--- src/rtl/core/dart_pkg.sv ---
// Shared types, codes and helpers for the divider and reload timer.
// No dependencies; used by dart_core and divider_and_reload_timer.
`default_nettype none

package dart_pkg;

   // Operation codes of a request
   localparam logic [1:0] OP_TICK  = 2'd0;
   localparam logic [1:0] OP_READ  = 2'd1;
   localparam logic [1:0] OP_WRITE = 2'd2;

   // Register select codes
   localparam logic [1:0] REG_DIVIDER = 2'd0;
   localparam logic [1:0] REG_COUNTER = 2'd1;
   localparam logic [1:0] REG_RELOAD  = 2'd2;
   localparam logic [1:0] REG_CONTROL = 2'd3;

   localparam int DIV_WIDTH   = 16;
   localparam int DIV_IDX_W   = 4;
   localparam int DATA_WIDTH  = 8;
   localparam int CTRL_WIDTH  = 3;
   localparam int CTRL_ENABLE = 2;

   // Divider bits 13..6 show on a divider read
   localparam int DIV_READ_LSB = 6;

   // Upper control bits read back as ones
   localparam logic [DATA_WIDTH-CTRL_WIDTH-1:0] CTRL_READ_FILL = '1;

   typedef struct packed {
      logic [DATA_WIDTH-1:0] write_data;
      logic [1:0]            reg_select;
      logic [1:0]            operation;
   } item_type;

   typedef struct packed {
      logic                  timer_irq;
      logic [DATA_WIDTH-1:0] read_data;
   } result_type;

   // Divider bit that clocks the counter for each mode
   function automatic logic [DIV_IDX_W-1:0] mode_bit(input logic [1:0] mode);
      logic [DIV_IDX_W-1:0] idx;
      case (mode)
         2'd0: idx = 4'd7;
         2'd1: idx = 4'd1;
         2'd2: idx = 4'd3;
         2'd3: idx = 4'd5;
         default: idx = 4'd7;
      endcase
      return idx;
   endfunction

endpackage

`default_nettype wire

--- src/rtl/core/dart_core.sv ---
// Timer state and single-tick update logic of the divider and reload timer.
// Depends on dart_pkg.
`default_nettype none

module dart_core (
   input  wire  logic                  clock,
   input  wire  logic                  reset,
   input  wire  logic                  step,
   input  wire  dart_pkg::item_type    item,
   output       dart_pkg::result_type  result
);

   logic [dart_pkg::DIV_WIDTH-1:0]  divider_ff, divider_in;
   logic [dart_pkg::DATA_WIDTH-1:0] count_ff, count_in;
   logic [dart_pkg::DATA_WIDTH-1:0] reload_ff, reload_in;
   logic [dart_pkg::CTRL_WIDTH-1:0] control_ff, control_in;
   logic                            term_ff, term_in;
   logic                            top_ff, top_in;
   logic                            pending_ff, pending_in;

   logic                            wr, rd, count_write, loaded, term;
   logic [dart_pkg::DATA_WIDTH-1:0] count_step;

   always_comb begin
      wr          = (item.operation == dart_pkg::OP_WRITE);
      rd          = (item.operation == dart_pkg::OP_READ);
      count_write = wr && (item.reg_select == dart_pkg::REG_COUNTER);

      reload_in  = (wr && item.reg_select == dart_pkg::REG_RELOAD) ? item.write_data
                                                                     : reload_ff;
      control_in = (wr && item.reg_select == dart_pkg::REG_CONTROL)
                   ? item.write_data[dart_pkg::CTRL_WIDTH-1:0] : control_ff;
      divider_in = (wr && item.reg_select == dart_pkg::REG_DIVIDER)
                   ? '0 : divider_ff + 1'b1;

      loaded = pending_ff || count_write;
      term   = control_in[dart_pkg::CTRL_ENABLE]
               & divider_in[dart_pkg::mode_bit(control_in[1:0])];

      // count on a falling edge of the clock term
      count_step = count_ff + {{(dart_pkg::DATA_WIDTH-1){1'b0}}, (term_ff & ~term)};

      result.timer_irq = 1'b0;
      if (loaded) begin
         count_in         = count_write ? item.write_data : reload_in;
         result.timer_irq = pending_ff;
         pending_in       = 1'b0;
         top_in           = 1'b0;
      end else begin
         count_in   = count_step;
         top_in     = count_step[dart_pkg::DATA_WIDTH-1];
         pending_in = top_ff & ~count_step[dart_pkg::DATA_WIDTH-1];
      end
      term_in = term;

      result.read_data = '0;
      if (rd) begin
         case (item.reg_select)
            dart_pkg::REG_DIVIDER: result.read_data =
               divider_in[dart_pkg::DIV_READ_LSB +: dart_pkg::DATA_WIDTH];
            dart_pkg::REG_COUNTER: result.read_data = count_in;
            dart_pkg::REG_RELOAD:  result.read_data = reload_in;
            default:               result.read_data = {dart_pkg::CTRL_READ_FILL, control_in};
         endcase
      end
   end

   always_ff @(posedge clock) begin
      if (reset) begin
         divider_ff <= '0;
         count_ff   <= '0;
         reload_ff  <= '0;
         control_ff <= '0;
         term_ff    <= 1'b0;
         top_ff     <= 1'b0;
         pending_ff <= 1'b0;
      end else if (step) begin
         divider_ff <= divider_in;
         count_ff   <= count_in;
         reload_ff  <= reload_in;
         control_ff <= control_in;
         term_ff    <= term_in;
         top_ff     <= top_in;
         pending_ff <= pending_in;
      end
   end

endmodule

`default_nettype wire

--- src/rtl/core/divider_and_reload_timer.sv ---
// Top level of the divider and reload timer: request register, tick update
// in dart_core, response register. Depends on dart_pkg and dart_core.
//
//  Channel | Dir | Handshake            | Payload
//  req_*   | in  | req_tvalid/tready    | tdata: write_data; tuser: operation, reg_select
//  rsp_*   | out | rsp_tvalid/tready    | tdata: read_data, timer_irq
//
// One request per clock sustained while responses drain; each request is one
// machine cycle of the timer. A request passes the request register, then the
// tick logic into the response register. The tick update (divider increment,
// mode mux, counter add) is the only logic between the two registers.
// Reset clears the timer state and empties both registers.
// A stalled response holds its register and the held request; requests keep
// flowing as long as the response register drains.
`default_nettype none

module divider_and_reload_timer (
   input  wire  logic        clock,
   input  wire  logic        reset,
   input  wire  logic        req_tvalid,
   output       logic        req_tready,
   input  wire  logic [7:0]  req_tdata,   // [7:0] write_data
   input  wire  logic [3:0]  req_tuser,   // [1:0] operation, [3:2] reg_select
   output       logic        rsp_tvalid,
   input  wire  logic        rsp_tready,
   output       logic [15:0] rsp_tdata    // [7:0] read_data, [8] timer_irq, [15:9] zero
);

   logic                 in_valid_ff, in_valid_in;
   dart_pkg::item_type   in_item_ff;
   logic                 rsp_valid_ff, rsp_valid_in;
   dart_pkg::result_type rsp_result_ff;
   dart_pkg::result_type core_result;
   logic                 advance, req_fire;

   // advance the held request into the response register when it has room
   assign advance    = in_valid_ff && (!rsp_valid_ff || rsp_tready);
   assign req_tready = !in_valid_ff || advance;
   assign req_fire   = req_tvalid && req_tready;

   always_comb begin
      in_valid_in = in_valid_ff;
      if (req_fire) begin
         in_valid_in = 1'b1;
      end else if (advance) begin
         in_valid_in = 1'b0;
      end

      rsp_valid_in = rsp_valid_ff;
      if (advance) begin
         rsp_valid_in = 1'b1;
      end else if (rsp_tready) begin
         rsp_valid_in = 1'b0;
      end
   end

   // control registers
   always_ff @(posedge clock) begin
      if (reset) begin
         in_valid_ff  <= 1'b0;
         rsp_valid_ff <= 1'b0;
      end else begin
         in_valid_ff  <= in_valid_in;
         rsp_valid_ff <= rsp_valid_in;
      end
   end

   // payload registers: capture request, hold result until taken
   always_ff @(posedge clock) begin
      if (req_fire) begin
         in_item_ff.write_data <= req_tdata;
         in_item_ff.operation  <= req_tuser[1:0];
         in_item_ff.reg_select <= req_tuser[3:2];
      end
      if (advance) begin
         rsp_result_ff <= core_result;
      end
   end

   dart_core u_core (
      .clock  (clock),
      .reset  (reset),
      .step   (advance),
      .item   (in_item_ff),
      .result (core_result)
   );

   assign rsp_tvalid = rsp_valid_ff;
   assign rsp_tdata  = {7'd0, rsp_result_ff.timer_irq, rsp_result_ff.read_data};

endmodule

`default_nettype wire

--- config.mk ---
export PLATFORM = sky130hd
export DESIGN_NAME = divider_and_reload_timer
export DESIGN_NICKNAME = d
export VERILOG_FILES = /design/src/rtl/core/dart_pkg.sv /design/src/rtl/core/dart_core.sv /design/src/rtl/core/divider_and_reload_timer.sv
export SDC_FILE = /design/constraint.sdc
export NUM_CORES = 1
export LEC_CHECK = 0
export ABC_CLOCK_PERIOD_IN_PS = 3100
export BUFFER_PORTS_ARGS = -buffer_cell sky130_fd_sc_hd__buf_2
export CAP_MARGIN = 20
export CORE_ASPECT_RATIO = 1.25
export CORE_MARGIN = 2
export CORE_UTILIZATION = 40
export CTS_CLUSTER_DIAMETER = 80
export DETAILED_ROUTE_END_ITERATION = 16
export PLACE_DENSITY = 0.71
export SLEW_MARGIN = 25
export SYNTH_ARGS = -nofsm -noshare
export SYNTH_HDL_FRONTEND = slang
export SYNTH_HIERARCHICAL = 1
export SYNTH_SLANG_ARGS = --single-unit
--- constraint.sdc ---
create_clock -name clock -period 3.1 [get_ports clock]
set_input_delay 0.465 -clock clock [delete_from_list [all_inputs] [get_ports clock]]
set_output_delay 0.465 -clock clock [all_outputs]
set_load 0.01 [all_outputs]
Word level (Yosys, flattened, before mapping). Index checks and enable logic that the tools add are counted. W data, S select, Z words.

Add/sub/neg operators: 2. Magnitude comparators: 1. Equal/unequal tests: 8. Mux-type cells: 15. Bitwise logic cells: 5. Reductions and logical operators: 15.

Operators by type and width (count): $mux W8 (3); $pmux W8 S3 (1); $add A16 B1 Y16 const B (1); $mux W16 (1); $pmux W4 S4 (1); $eq A2 B2 Y1 const B (5); $add A8 B1 Y8 (1); $mux W1 (7); $eq A2 B1 Y1 const B (3); $logic_and A1 B1 Y1 (6); $lt A4 B5 Y1 const B (1); $bmux W1 S4 (1); $logic_not A2 Y1 (2); $reduce_bool A2 Y1 (2); $and A1 B1 Y1 (3); $logic_or A1 B1 Y1 (3); $mux W3 (1); $logic_not A1 Y1 (2); $not A1 Y1 (2).

Flip-flop bits (word level): 61. Bits of input ports: 16. Output and inout port bits: 18. Word-level logic and storage cells: 60.

Depth between registers and ports, before layout. Gate-level depths: netlist of the first run.

Depth after elaboration: 14. Mapped depth: 14. Depth with buffers taken out: 12.

Modules after synthesis. Netlist of the first run, hierarchy kept.

Modules (own cells, without submodules): dart_core (instances 1, cells each 328, area each 2437.3 µm², sequential area each 720.7 µm²); divider_and_reload_timer (instances 1, cells each 39, area each 790.8 µm², sequential area each 670.6 µm²).

Worst setup path after synthesis of the first run. Ideal clock, no wire load.

Kind: register -> register. Start: register in_item_ff[0] (netlist name). End: register rsp_result_ff (netlist bit rsp_tdata[4]) (data pin). Setup time: 167 ps. Arrival time: 2890 ps. Data required time: 2933 ps. Path slack: 43 ps. Cell stages (with the launch flop): 13. Buffers on the path: 0. Clock period less this slack: 3057 ps. Cell sequence: edfxtp_1 > nand4b_1 > or3b_2 > a22oi_1 > a311oi_1 > a21boi_0 > ha_1 > ha_1 > nand3_1 > xnor2_1 > o22ai_1 > or2_2 > a211oi_1.

Longest elaborated chain between the ends: 13. Elaborated cells on any way between the ends: 24. Classes of those cells: 1 x add/sub; 5 x eq/ne; 9 x mux; 3 x bitwise; 6 x reduce/logical.

Ends and longest elaborated chain: from (decl) (line divider_and_reload_timer.sv:30) `dart_pkg::item_type in_item_ff;`; $eq A2 B2 Y1 (line dart_core.sv:25) `wr = (item.operation == dart_pkg::OP_WRITE);`; $logic_and A1 B1 Y1 (line dart_core.sv:31) `control_in = (wr && item.reg_select == dart_pkg::REG_CONTROL)`; $mux W3 (line dart_core.sv:32) `? item.write_data[dart_pkg::CTRL_WIDTH-1:0] : control_ff;`; $eq A2 B2 Y1 (tied with other cells) (line dart_pkg.sv:44) `case (mode)`; $pmux W4 S4 (line dart_pkg.sv:44); $bmux W1 S4 (line dart_core.sv:38) `& divider_in[dart_pkg::mode_bit(control_in[1:0])];`; $mux W1 (implied by the code) (line dart_core.sv:38); $and A1 B1 Y1 (line dart_core.sv:38); $not A1 Y1 (line dart_core.sv:41) `count_step = count_ff + {{(dart_pkg::DATA_WIDTH-1){1'b0}}, (term_ff & ~term)};`; $and A1 B1 Y1 (line dart_core.sv:41); $add A8 B1 Y8 (line dart_core.sv:41); $mux W8 (line dart_core.sv:44) `if (loaded) begin`; $pmux W8 S3 (line dart_core.sv:58) `case (item.reg_select)`; to (signal assigned) (line divider_and_reload_timer.sv:76) `rsp_result_ff <= core_result;`; to (decl) (line divider_and_reload_timer.sv:32) `dart_pkg::result_type rsp_result_ff;`.

Parallel ways exist; a longest one is shown, timed or not. The select of a mux whose other input is x is not followed. A chain may end at the register's enable or synchronous reset.

Final worst setup path of the first run.
Start: register in_item_ff[3] (netlist name). End: register u_core/count_ff[5] (netlist name).

Longest elaborated chain between the ends: 12. Elaborated cells on any way between the ends: 25. Classes of those cells: 1 x add/sub; 6 x eq/ne; 8 x mux; 3 x bitwise; 7 x reduce/logical.

Ends and longest elaborated chain: $eq A2 B2 Y1 (line dart_core.sv:31); $logic_and A1 B1 Y1 (line dart_core.sv:31); $mux W3 (line dart_core.sv:32); $eq A2 B2 Y1 (tied with other cells) (line dart_pkg.sv:44); $pmux W4 S4 (line dart_pkg.sv:44); $bmux W1 S4 (line dart_core.sv:38); $mux W1 (implied by the code) (line dart_core.sv:38); $and A1 B1 Y1 (line dart_core.sv:38); $not A1 Y1 (line dart_core.sv:41); $and A1 B1 Y1 (line dart_core.sv:41); $add A8 B1 Y8 (line dart_core.sv:41); $mux W8 (*) (line dart_core.sv:44); to (signal assigned) (line dart_core.sv:79) `count_ff <= count_in;`; to (decl) (line dart_core.sv:14) `logic [dart_pkg::DATA_WIDTH-1:0] count_ff, count_in;`.

Every way passes the cells marked *; elsewhere a longest branch is shown, timed or not. The select of a mux whose other input is x is not followed.

==> metrics.md, run 1 <==
| Metric | Value |
|---|---|
| HPWL after detailed placement | `6.14 mm` |
| Die footprint | `0.00881 mm²` |
| Fraction of registers with async set/reset | `0%` |
| Hold Slack | `0.292 ns` |
| Hold Path Stages | `1` |
| Depth of the most critical reg-to-reg path | `15` |
| Layout Area Growth over Synthesis | `22.6%` |
| Floorplan row count | `36` |
| Overall routing resource usage | `20.7%` |
| DRT Pass-1 Iters | `5` |
| CP arrival | `3.32 ns` |
| Initial antenna violation count | `0` |
| Flip-flop and latch count after synthesis | `59` |
| Number of buffers created by CTS | `9` |
| End of the worst register-to-register path | `u_core/count_ff[5]$_SDFFE_PP0P_` |
| Sink count of the clock tree | `59` |
| Vias in the first global route | `2882` |
| CP max stage delay | `0.40 ns` |
| Max FO, Critical Path | `15` |
| Origin of the critical flop-to-flop path | `in_item_ff[3]$_DFFE_PP_` |
| Timing-limited maximum frequency | `0.328 GHz` |
| Fraction of final layout cells sized beyond drive strength 1 | `26.9%` |
| Required time reported for the critical path endpoint | `3.36 ns` |
| Antenna-violating nets left | `0` |
| Clock root buffer | `sky130_fd_sc_hd__clkbuf_8` |
| Total negative slack for setup checks | `0 ns` |
| Count of placed standard cells in the final layout, fillers left out | `507` |
| Cells along the critical path | `buf_6, nand4b_1, buf_6, mux2i_4, a31oi_2, o31ai_2, a21boi_2, ha_2, buf_4, nand2_2, nor2_2, xnor2_1, a221o_1, buf_4, o22ai_1` |
| Buffers on Ports | `26` |
| Critical path origin | `in_item_ff[3]$_DFFE_PP_` |
| Most used flip-flop cell after synthesis | `sky130_fd_sc_hd__dfxtp_1` |
| Cell at the slowest stage of the critical path | `sky130_fd_sc_hd__edfxtp_1` |
| Netlist area before placement | `0.00323 mm²` |
| Width of the die | `84.4 µm` |
| Number of vias after detailed routing | `3047` |
| Worst Skew | `0.0146 ns` |
| Max-slew violation count | `0` |
| Num ports | `34` |
| Pwr dens | `447 mW/mm²` |
| Tightest Pin Transition | `0.776 ns` |
| Capture point of the worst path | `u_core/count_ff[5]$_SDFFE_PP0P_` |
| Critical path type | `register to register` |
| Proportion of synthesized chip area in sequential cells | `43.1%` |
| Setup repair after global routing missed its margin | `true` |
| Cell family with the largest share of critical-path delay | `compound AO/OA/AOI/OAI gates` |
| Final Critical Period | `3.05 ns` |
| Pin count of the biggest net entering global routing | `37` |
| Post-detailed-route DRC marker count | `0` |
| Total placed cells including tap cells | `487` |
| First-pass GRT wire length | `14.4 mm` |
| Diodes inserted | `0` |
| CTS tree | `done` |
| Wire per inst | `17.9 µm` |
| Final Net Count | `426` |
| Chip height | `104 µm` |
| Peak supply drop | `393 µV` |
| Count of filler cells inserted in the layout | `709` |
| Worst path bufs/invs | `4` |
| Critical Path Sink Type | `register` |
| Starting density of the core | `41.2%` |
| Core outline area | `0.00784 mm²` |
| Fin. Hold Viols | `0` |
| Mean instance size in the synthesized netlist | `8.80 µm²` |
| Count of distinct cell types in the synthesized netlist | `66` |
| GRT overflow | `0` |
| DRT iter0 DRCs | `332` |
| Crit. path cell count | `15` |
| Commonest cells after routing, fill and taps aside | `sky130_fd_sc_hd__dfxtp_1 (38), sky130_fd_sc_hd__nor2_1 (34), sky130_fd_sc_hd__a21oi_1 (31)` |
| Via density | `6.01` |
| Post-synth EDFFs | `21` |
| FF-to-FF setup slack | `0.05 ns` |
| Clock Latency Late Sink | `0.35 ns` |
| Leakage dissipation | `0.00142 µW` |
| Class of the tightest hold or removal check | `primary input to register` |
| Total Wirelength | `9.07 mm` |
| Fraction of the cycle the final worst path needs | `98.5%` |
| Maximum level of the CTS H-tree | `3` |
| CTS Buffer Depth | `2` |
| Most common cell after layout, fill and taps aside | `sky130_fd_sc_hd__dfxtp_1` |
| Synth Warn # | `6` |
| Slew margin rel. | `48.2%` |
| Run status | `complete, no violations` |
| Crit start category | `register` |
| Clock-pin slew of the registers on the worst-case setup and hold paths | `0.07 ns` |
| Final RePlAce weighted congestion | `1.00` |
| Number of cells produced by synthesis | `367` |
| Max-cap violations | `0` |
| Final setup vio count | `0` |
==> layer usage <==
layer	GRT usage [%]	vias to the layer above	routed length [µm]
met2	35.1	156	4620
met4	10.5	0	377
li1	-	1405	-
met3	5.48	36	652
met5	0	-	0
met1	23.8	1450	3420
==> worst reg2reg max path: cells and delay by family, from the launching register on <==
kind / cells / cell delay [ns]
xor+xnor: 1 / 0.09
buf+inv: 4 / 0.67
compound gates: 5 / 0.96
flops: 1 / 0.40
fa+ha+maj: 1 / 0.22
mux: 1 / 0.21
simple gates: 3 / 0.41
==> registers in the layout, indices dropped and copies added (netlist names) <==
signal	count
in_item_ff	12
in_valid_ff	1
rsp_tdata	9
rsp_tvalid	1
u_core/control_ff	3
u_core/count_ff	8
u_core/divider_ff	14
u_core/pending_ff	1
u_core/reload_ff	8
u_core/term_ff	1
u_core/top_ff	1
==> report_power, final <==
part / switching [µW] / leakage [µW] / internal, µW / total [µW]
clock network: 312 / 0.000102 / 437 / 749
logic: 107 / 0.000809 / 66.9 / 174
registers: 20.7 / 0.000508 / 826 / 847
==> cell usage after synthesis, types with 3 or more instances <==
| library cell | n | area share, % |
|---|---|---|
| sky130_fd_sc_hd__buf_1 | 3 | 0.35 |
| sky130_fd_sc_hd__dfxtp_1 | 38 | 24 |
| sky130_fd_sc_hd__edfxtp_1 | 21 | 20 |
| sky130_fd_sc_hd__a31oi_1 | 6 | 1.2 |
| sky130_fd_sc_hd__xnor2_1 | 8 | 2.2 |
| sky130_fd_sc_hd__clkbuf_1 | 15 | 1.7 |
| sky130_fd_sc_hd__a211oi_1 | 7 | 1.6 |
| sky130_fd_sc_hd__mux2i_1 | 7 | 2.2 |
| sky130_fd_sc_hd__nand2_1 | 32 | 3.7 |
| sky130_fd_sc_hd__ha_1 | 3 | 1.2 |
| sky130_fd_sc_hd__nand4_1 | 3 | 0.58 |
| sky130_fd_sc_hd__buf_2 | 7 | 1.1 |
| sky130_fd_sc_hd__inv_1 | 9 | 1.0 |
| sky130_fd_sc_hd__o31ai_1 | 3 | 0.70 |
| sky130_fd_sc_hd__nor3_1 | 13 | 2.0 |
| sky130_fd_sc_hd__nand2b_1 | 6 | 1.2 |
| sky130_fd_sc_hd__a21oi_1 | 32 | 5.0 |
| sky130_fd_sc_hd__a311oi_1 | 3 | 0.81 |
| sky130_fd_sc_hd__nand3_1 | 20 | 3.1 |
| sky130_fd_sc_hd__o211ai_1 | 5 | 1.2 |
| sky130_fd_sc_hd__nor4_1 | 4 | 0.78 |
| sky130_fd_sc_hd__o21ai_0 | 18 | 2.8 |
| sky130_fd_sc_hd__xor2_1 | 5 | 1.4 |
| sky130_fd_sc_hd__buf_4 | 8 | 1.9 |
| sky130_fd_sc_hd__and3_1 | 3 | 0.58 |
| sky130_fd_sc_hd__nor2_1 | 36 | 4.2 |
==> kinds of logic after synthesis <==
logic type | Yosys count | share of synthesized area (%)
and+or+nand+nor | 144 | 24.2
AOI/OAI and AO/OA | 97 | 19.5
DFF | 59 | 43.1
buffers and inverters | 43 | 6.24
xor gates and xnor gates | 13 | 3.53
muxes | 7 | 2.17
adders and majority gates | 3 | 1.16
other | 1 | 0.116
==> worst min path at each step <==
stage                                from                    endpoint
5_1_grt                      req_tuser[2]     in_item_ff[2]$_DFFE_PP_
2_1_floorplan  u_core/top_ff$_SDFFE_PP0P_  u_core/top_ff$_SDFFE_PP0P_
3_3_place_gp   u_core/top_ff$_SDFFE_PP0P_  u_core/top_ff$_SDFFE_PP0P_
3_5_place_dp   u_core/top_ff$_SDFFE_PP0P_  u_core/top_ff$_SDFFE_PP0P_
6_report                     req_tdata[5]     in_item_ff[9]$_DFFE_PP_
4_1_cts                      req_tuser[2]     in_item_ff[2]$_DFFE_PP_
==> stage by stage <==
stage	area (µm²)	setup slack (ns)	util (%)	total power [µW]
2_1_floorplan	3250	0.0427	-	960
3_3_place_gp	3540	-0.233	45.2	1010
3_5_place_dp	3540	-0.259	45.2	1020
4_1_cts	3850	0.0119	49.2	1770
5_1_grt	3960	-0.129	50.5	1840
6_report	3960	0.0474	50.5	1770
==> layout make-up <==
cell class,instances,area [µm²],share of cell area (%)
multi-input combinational,271,1820,46.0
sequential,59,1390,35.2
timing repair buffer,57,378,9.55
clock buffer,13,169,4.27
tap,95,119,3.00
clock inverter,3,45.0,1.14
inverter,9,33.8,0.854
==> what timing repair did <==
item	4_1_cts	5_1_grt
endpoints found under the hold margin	0	0
setup buffers	3	1
hold buffers	0	0
pin swaps	9	19
setup endpoints to repair	9	11
resized for setup	19	18
No activity file was read; power rests on OpenSTA's default activity.
==> inputs of run 2 (changes only) <==
- ABC_CLOCK_PERIOD_IN_PS: 3100 -> 3900
- HOLD_SLACK_MARGIN: unset -> 0.02
- MAX_ROUTING_LAYER: unset -> met4
- PLACE_DENSITY: 0.71 -> 0.69
- clock period: 3.1 -> 3.9 ns (I/O delays scaled with it)
==> metrics.md, run 2 (synthesized netlist as in run 1, its figures left out) <==
| Metric | Value |
|---|---|
| Critical path type | `register to register (unchanged)` |
| Diodes inserted | `0 (unchanged)` |
| Met2 Wirelength | `3.66 mm (was 4.62 mm)` |
| Max-cap violations | `0 (unchanged)` |
| Antenna-violating nets left | `0 (unchanged)` |
| Via density | `5.72 (was 6.01)` |
| Die footprint | `0.00881 mm² (unchanged)` |
| Leakage dissipation | `0.00125 µW (was 0.00142 µW)` |
| Sink count of the clock tree | `59 (unchanged)` |
| Initial antenna violation count | `0 (unchanged)` |
| Final std cell area, no fill | `0.00353 mm² (was 0.00396 mm²)` |
| First-pass GRT wire length | `12.7 mm (was 14.4 mm)` |
| Count of filler cells inserted in the layout | `783 (was 709)` |
| Commonest cells after routing, fill and taps aside | `sky130_fd_sc_hd__dfxtp_1 (38), sky130_fd_sc_hd__nor2_1 (36), sky130_fd_sc_hd__a21oi_1 (32), sky130_fd_sc_hd__nand2_1 (32), sky130_fd_sc_hd__buf_2 (26) (was sky130_fd_sc_hd__dfxtp_1 (38), sky130_fd_sc_hd__nor2_1 (34), sky130_fd_sc_hd__a21oi_1 (31))` |
| Final setup vio count | `0 (unchanged)` |
| Number of vias after detailed routing | `2753 (was 3047)` |
| Slew margin rel. | `47.1% (was 48.2%)` |
| DRT iter0 DRCs | `217 (was 332)` |
| Setup repair after global routing missed its margin | `false (was true)` |
| Buffers on Ports | `26 (unchanged)` |
| Required time reported for the critical path endpoint | `3.98 ns (was 3.36 ns)` |
| Met1 wire length | `3.31 mm (was 3.42 mm)` |
| Hold buffer count at CTS | `0 (unchanged)` |
| Wire per inst | `15.9 µm (was 17.9 µm)` |
| GRT overflow | `0 (unchanged)` |
| Num ports | `34 (unchanged)` |
| Portion of total power attributed to sequential cells | `54.5% (was 47.9%)` |
| Fraction of the cycle the final worst path needs | `91.1% (was 98.5%)` |
| Crit start category | `register (unchanged)` |
| Vias in the first global route | `2582 (was 2882)` |
| Clock root buffer | `sky130_fd_sc_hd__clkbuf_8 (unchanged)` |
| Fraction of final layout cells sized beyond drive strength 1 | `14.8% (was 26.9%)` |
| Post-CTS Setup Repair Bufs | `0 (was 3)` |
| Switching fraction of total power | `25.8% (was 24.8%)` |
| Register name with the most flops | `u_core/divider_ff (unchanged)` |
| HPWL after detailed placement | `5.29 mm (was 6.14 mm)` |
| Tightest Pin Transition | `0.792 ns (was 0.776 ns)` |
| Clock-pin slew of the registers on the worst-case setup and hold paths | `0.06 ns (was 0.07 ns)` |
| Fin. Hold Viols | `0 (unchanged)` |
| Most common cell after layout, fill and taps aside | `sky130_fd_sc_hd__dfxtp_1 (unchanged)` |
| Net switching power | `319 µW (was 439 µW)` |
| Critical Path Sink Type | `register (unchanged)` |
| Max-slew violation count | `0 (unchanged)` |
| Hold Slack | `0.414 ns (was 0.292 ns)` |
| Class of the tightest hold or removal check | `primary input to register (unchanged)` |
| Number of buffers created by CTS | `9 (unchanged)` |
| Final Net Count | `400 (was 426)` |
| Final Critical Period | `3.55 ns (was 3.05 ns)` |
| Core outline area | `0.00784 mm² (unchanged)` |
| Peak supply drop | `232 µV (was 393 µV)` |
| DRT Pass-1 Iters | `4 (was 5)` |
| Final RePlAce weighted congestion | `0.932 (was 1.00)` |
| Starting density of the core | `41.2% (unchanged)` |
| Pin count of the biggest net entering global routing | `38 (was 37)` |
| Routed met3 length | `432 µm (was 652 µm)` |
| Total Wirelength | `7.63 mm (was 9.07 mm)` |
| CTS tree | `done (unchanged)` |
| Area post-placement | `0.00338 mm² (was 0.00354 mm²)` |
| Total negative slack for setup checks | `0 ns (unchanged)` |
| Maximum level of the CTS H-tree | `3 (unchanged)` |
| CTS Buffer Depth | `2 (unchanged)` |
| Highest routed metal layer | `met4 (unchanged)` |
| CP arrival | `3.63 ns (was 3.32 ns)` |
| Worst Skew | `0.00619 ns (was 0.0146 ns)` |
| Internal portion of total power | `918 µW (was 1330 µW)` |
| Pwr dens | `351 mW/mm² (was 447 mW/mm²)` |
| Post-route total power | `1240 µW (was 1770 µW)` |
| Clock network fraction of total power | `36.8% (was 42.3%)` |
| Flip-flop count of the largest register after layout | `14 (unchanged)` |
| Combinational power share | `8.8% (was 9.8%)` |
| Chip height | `104 µm (unchanged)` |
| Run status | `complete, no violations (unchanged)` |
| Floorplan row count | `36 (unchanged)` |
| Max FO, Critical Path | `12 (was 15)` |
| Overall routing resource usage | `18.6% (was 20.7%)` |
| Gates resized, CTS repair | `0 (was 19)` |
| Timing-limited maximum frequency | `0.281 GHz (was 0.328 GHz)` |
| Clock Latency Late Sink | `0.34 ns (was 0.35 ns)` |
| Layout Area Growth over Synthesis | `9.30% (was 22.6%)` |
| Post-detailed-route DRC marker count | `0 (unchanged)` |
| Width of the die | `84.4 µm (unchanged)` |
[run 2: power by group through the flow]
stage,sequential (µW),combinational (µW),clock [µW]
6_report,674,108,455
3_5_place_dp,687,107,0
3_3_place_gp,686,105,0
2_1_floorplan,683,80.0,0
5_1_grt,676,119,495
4_1_cts,674,107,473
[run 2: final timing paths]
check / startpoint / endpoint / slack [ns] / depth (start not counted)
max reg2reg: in_item_ff[1]$_DFFE_PP_ / rsp_tdata[1]$_DFFE_PP_ / 0.35 / 10
min reg2reg: u_core/top_ff$_SDFFE_PP0P_ / u_core/top_ff$_SDFFE_PP0P_ / 0.47 / 2
max: in_item_ff[1]$_DFFE_PP_ / rsp_tdata[1]$_DFFE_PP_ / 0.35 / 10
min: req_tdata[4] / in_item_ff[8]$_DFFE_PP_ / 0.41 / 1
[run 2: area by class of cell]
class                           instances  area [µm²]  area share, %
Sequential cell                        59        1390           39.4
Timing Repair Buffer                   31         168           4.75
Clock inverter                          4        17.5          0.496
Clock buffer                           12         135           3.83
Inverter                                9        33.8          0.957
Tap cell                               95         119           3.37
Multi-Input combinational cell        271        1660           47.2
[run 2: critical path: stages (launching register included)]
cell and delay, ns:
sky130_fd_sc_hd__edfxtp_1 0.55, sky130_fd_sc_hd__nor4b_2 0.24, sky130_fd_sc_hd__or4_1 0.53, sky130_fd_sc_hd__and2_1 0.19, sky130_fd_sc_hd__a311oi_1 0.33, sky130_fd_sc_hd__a21boi_0 0.17
sky130_fd_sc_hd__ha_1 0.26, sky130_fd_sc_hd__ha_1 0.28, sky130_fd_sc_hd__o22a_1 0.13, sky130_fd_sc_hd__a311oi_1 0.10, sky130_fd_sc_hd__a2111oi_0 0.51
[run 2: layer usage]
metal / up-vias / GRT usage, %
met5: - / -
met1: 1274 / 23.2
li1: 1354 / -
met2: 109 / 28.4
met4: 0 / 9.30
met3: 16 / 4.29
[run 2: through the flow]
step           setup slack [ns]  std cells  utilization [%]
2_1_floorplan             0.843        373                -
3_3_place_gp              0.458        465             43.1
3_5_place_dp              0.377        465             43.1
4_1_cts                   0.346        481             45.0
6_report                  0.347        481             45.0
5_1_grt                  0.0203        481             45.0
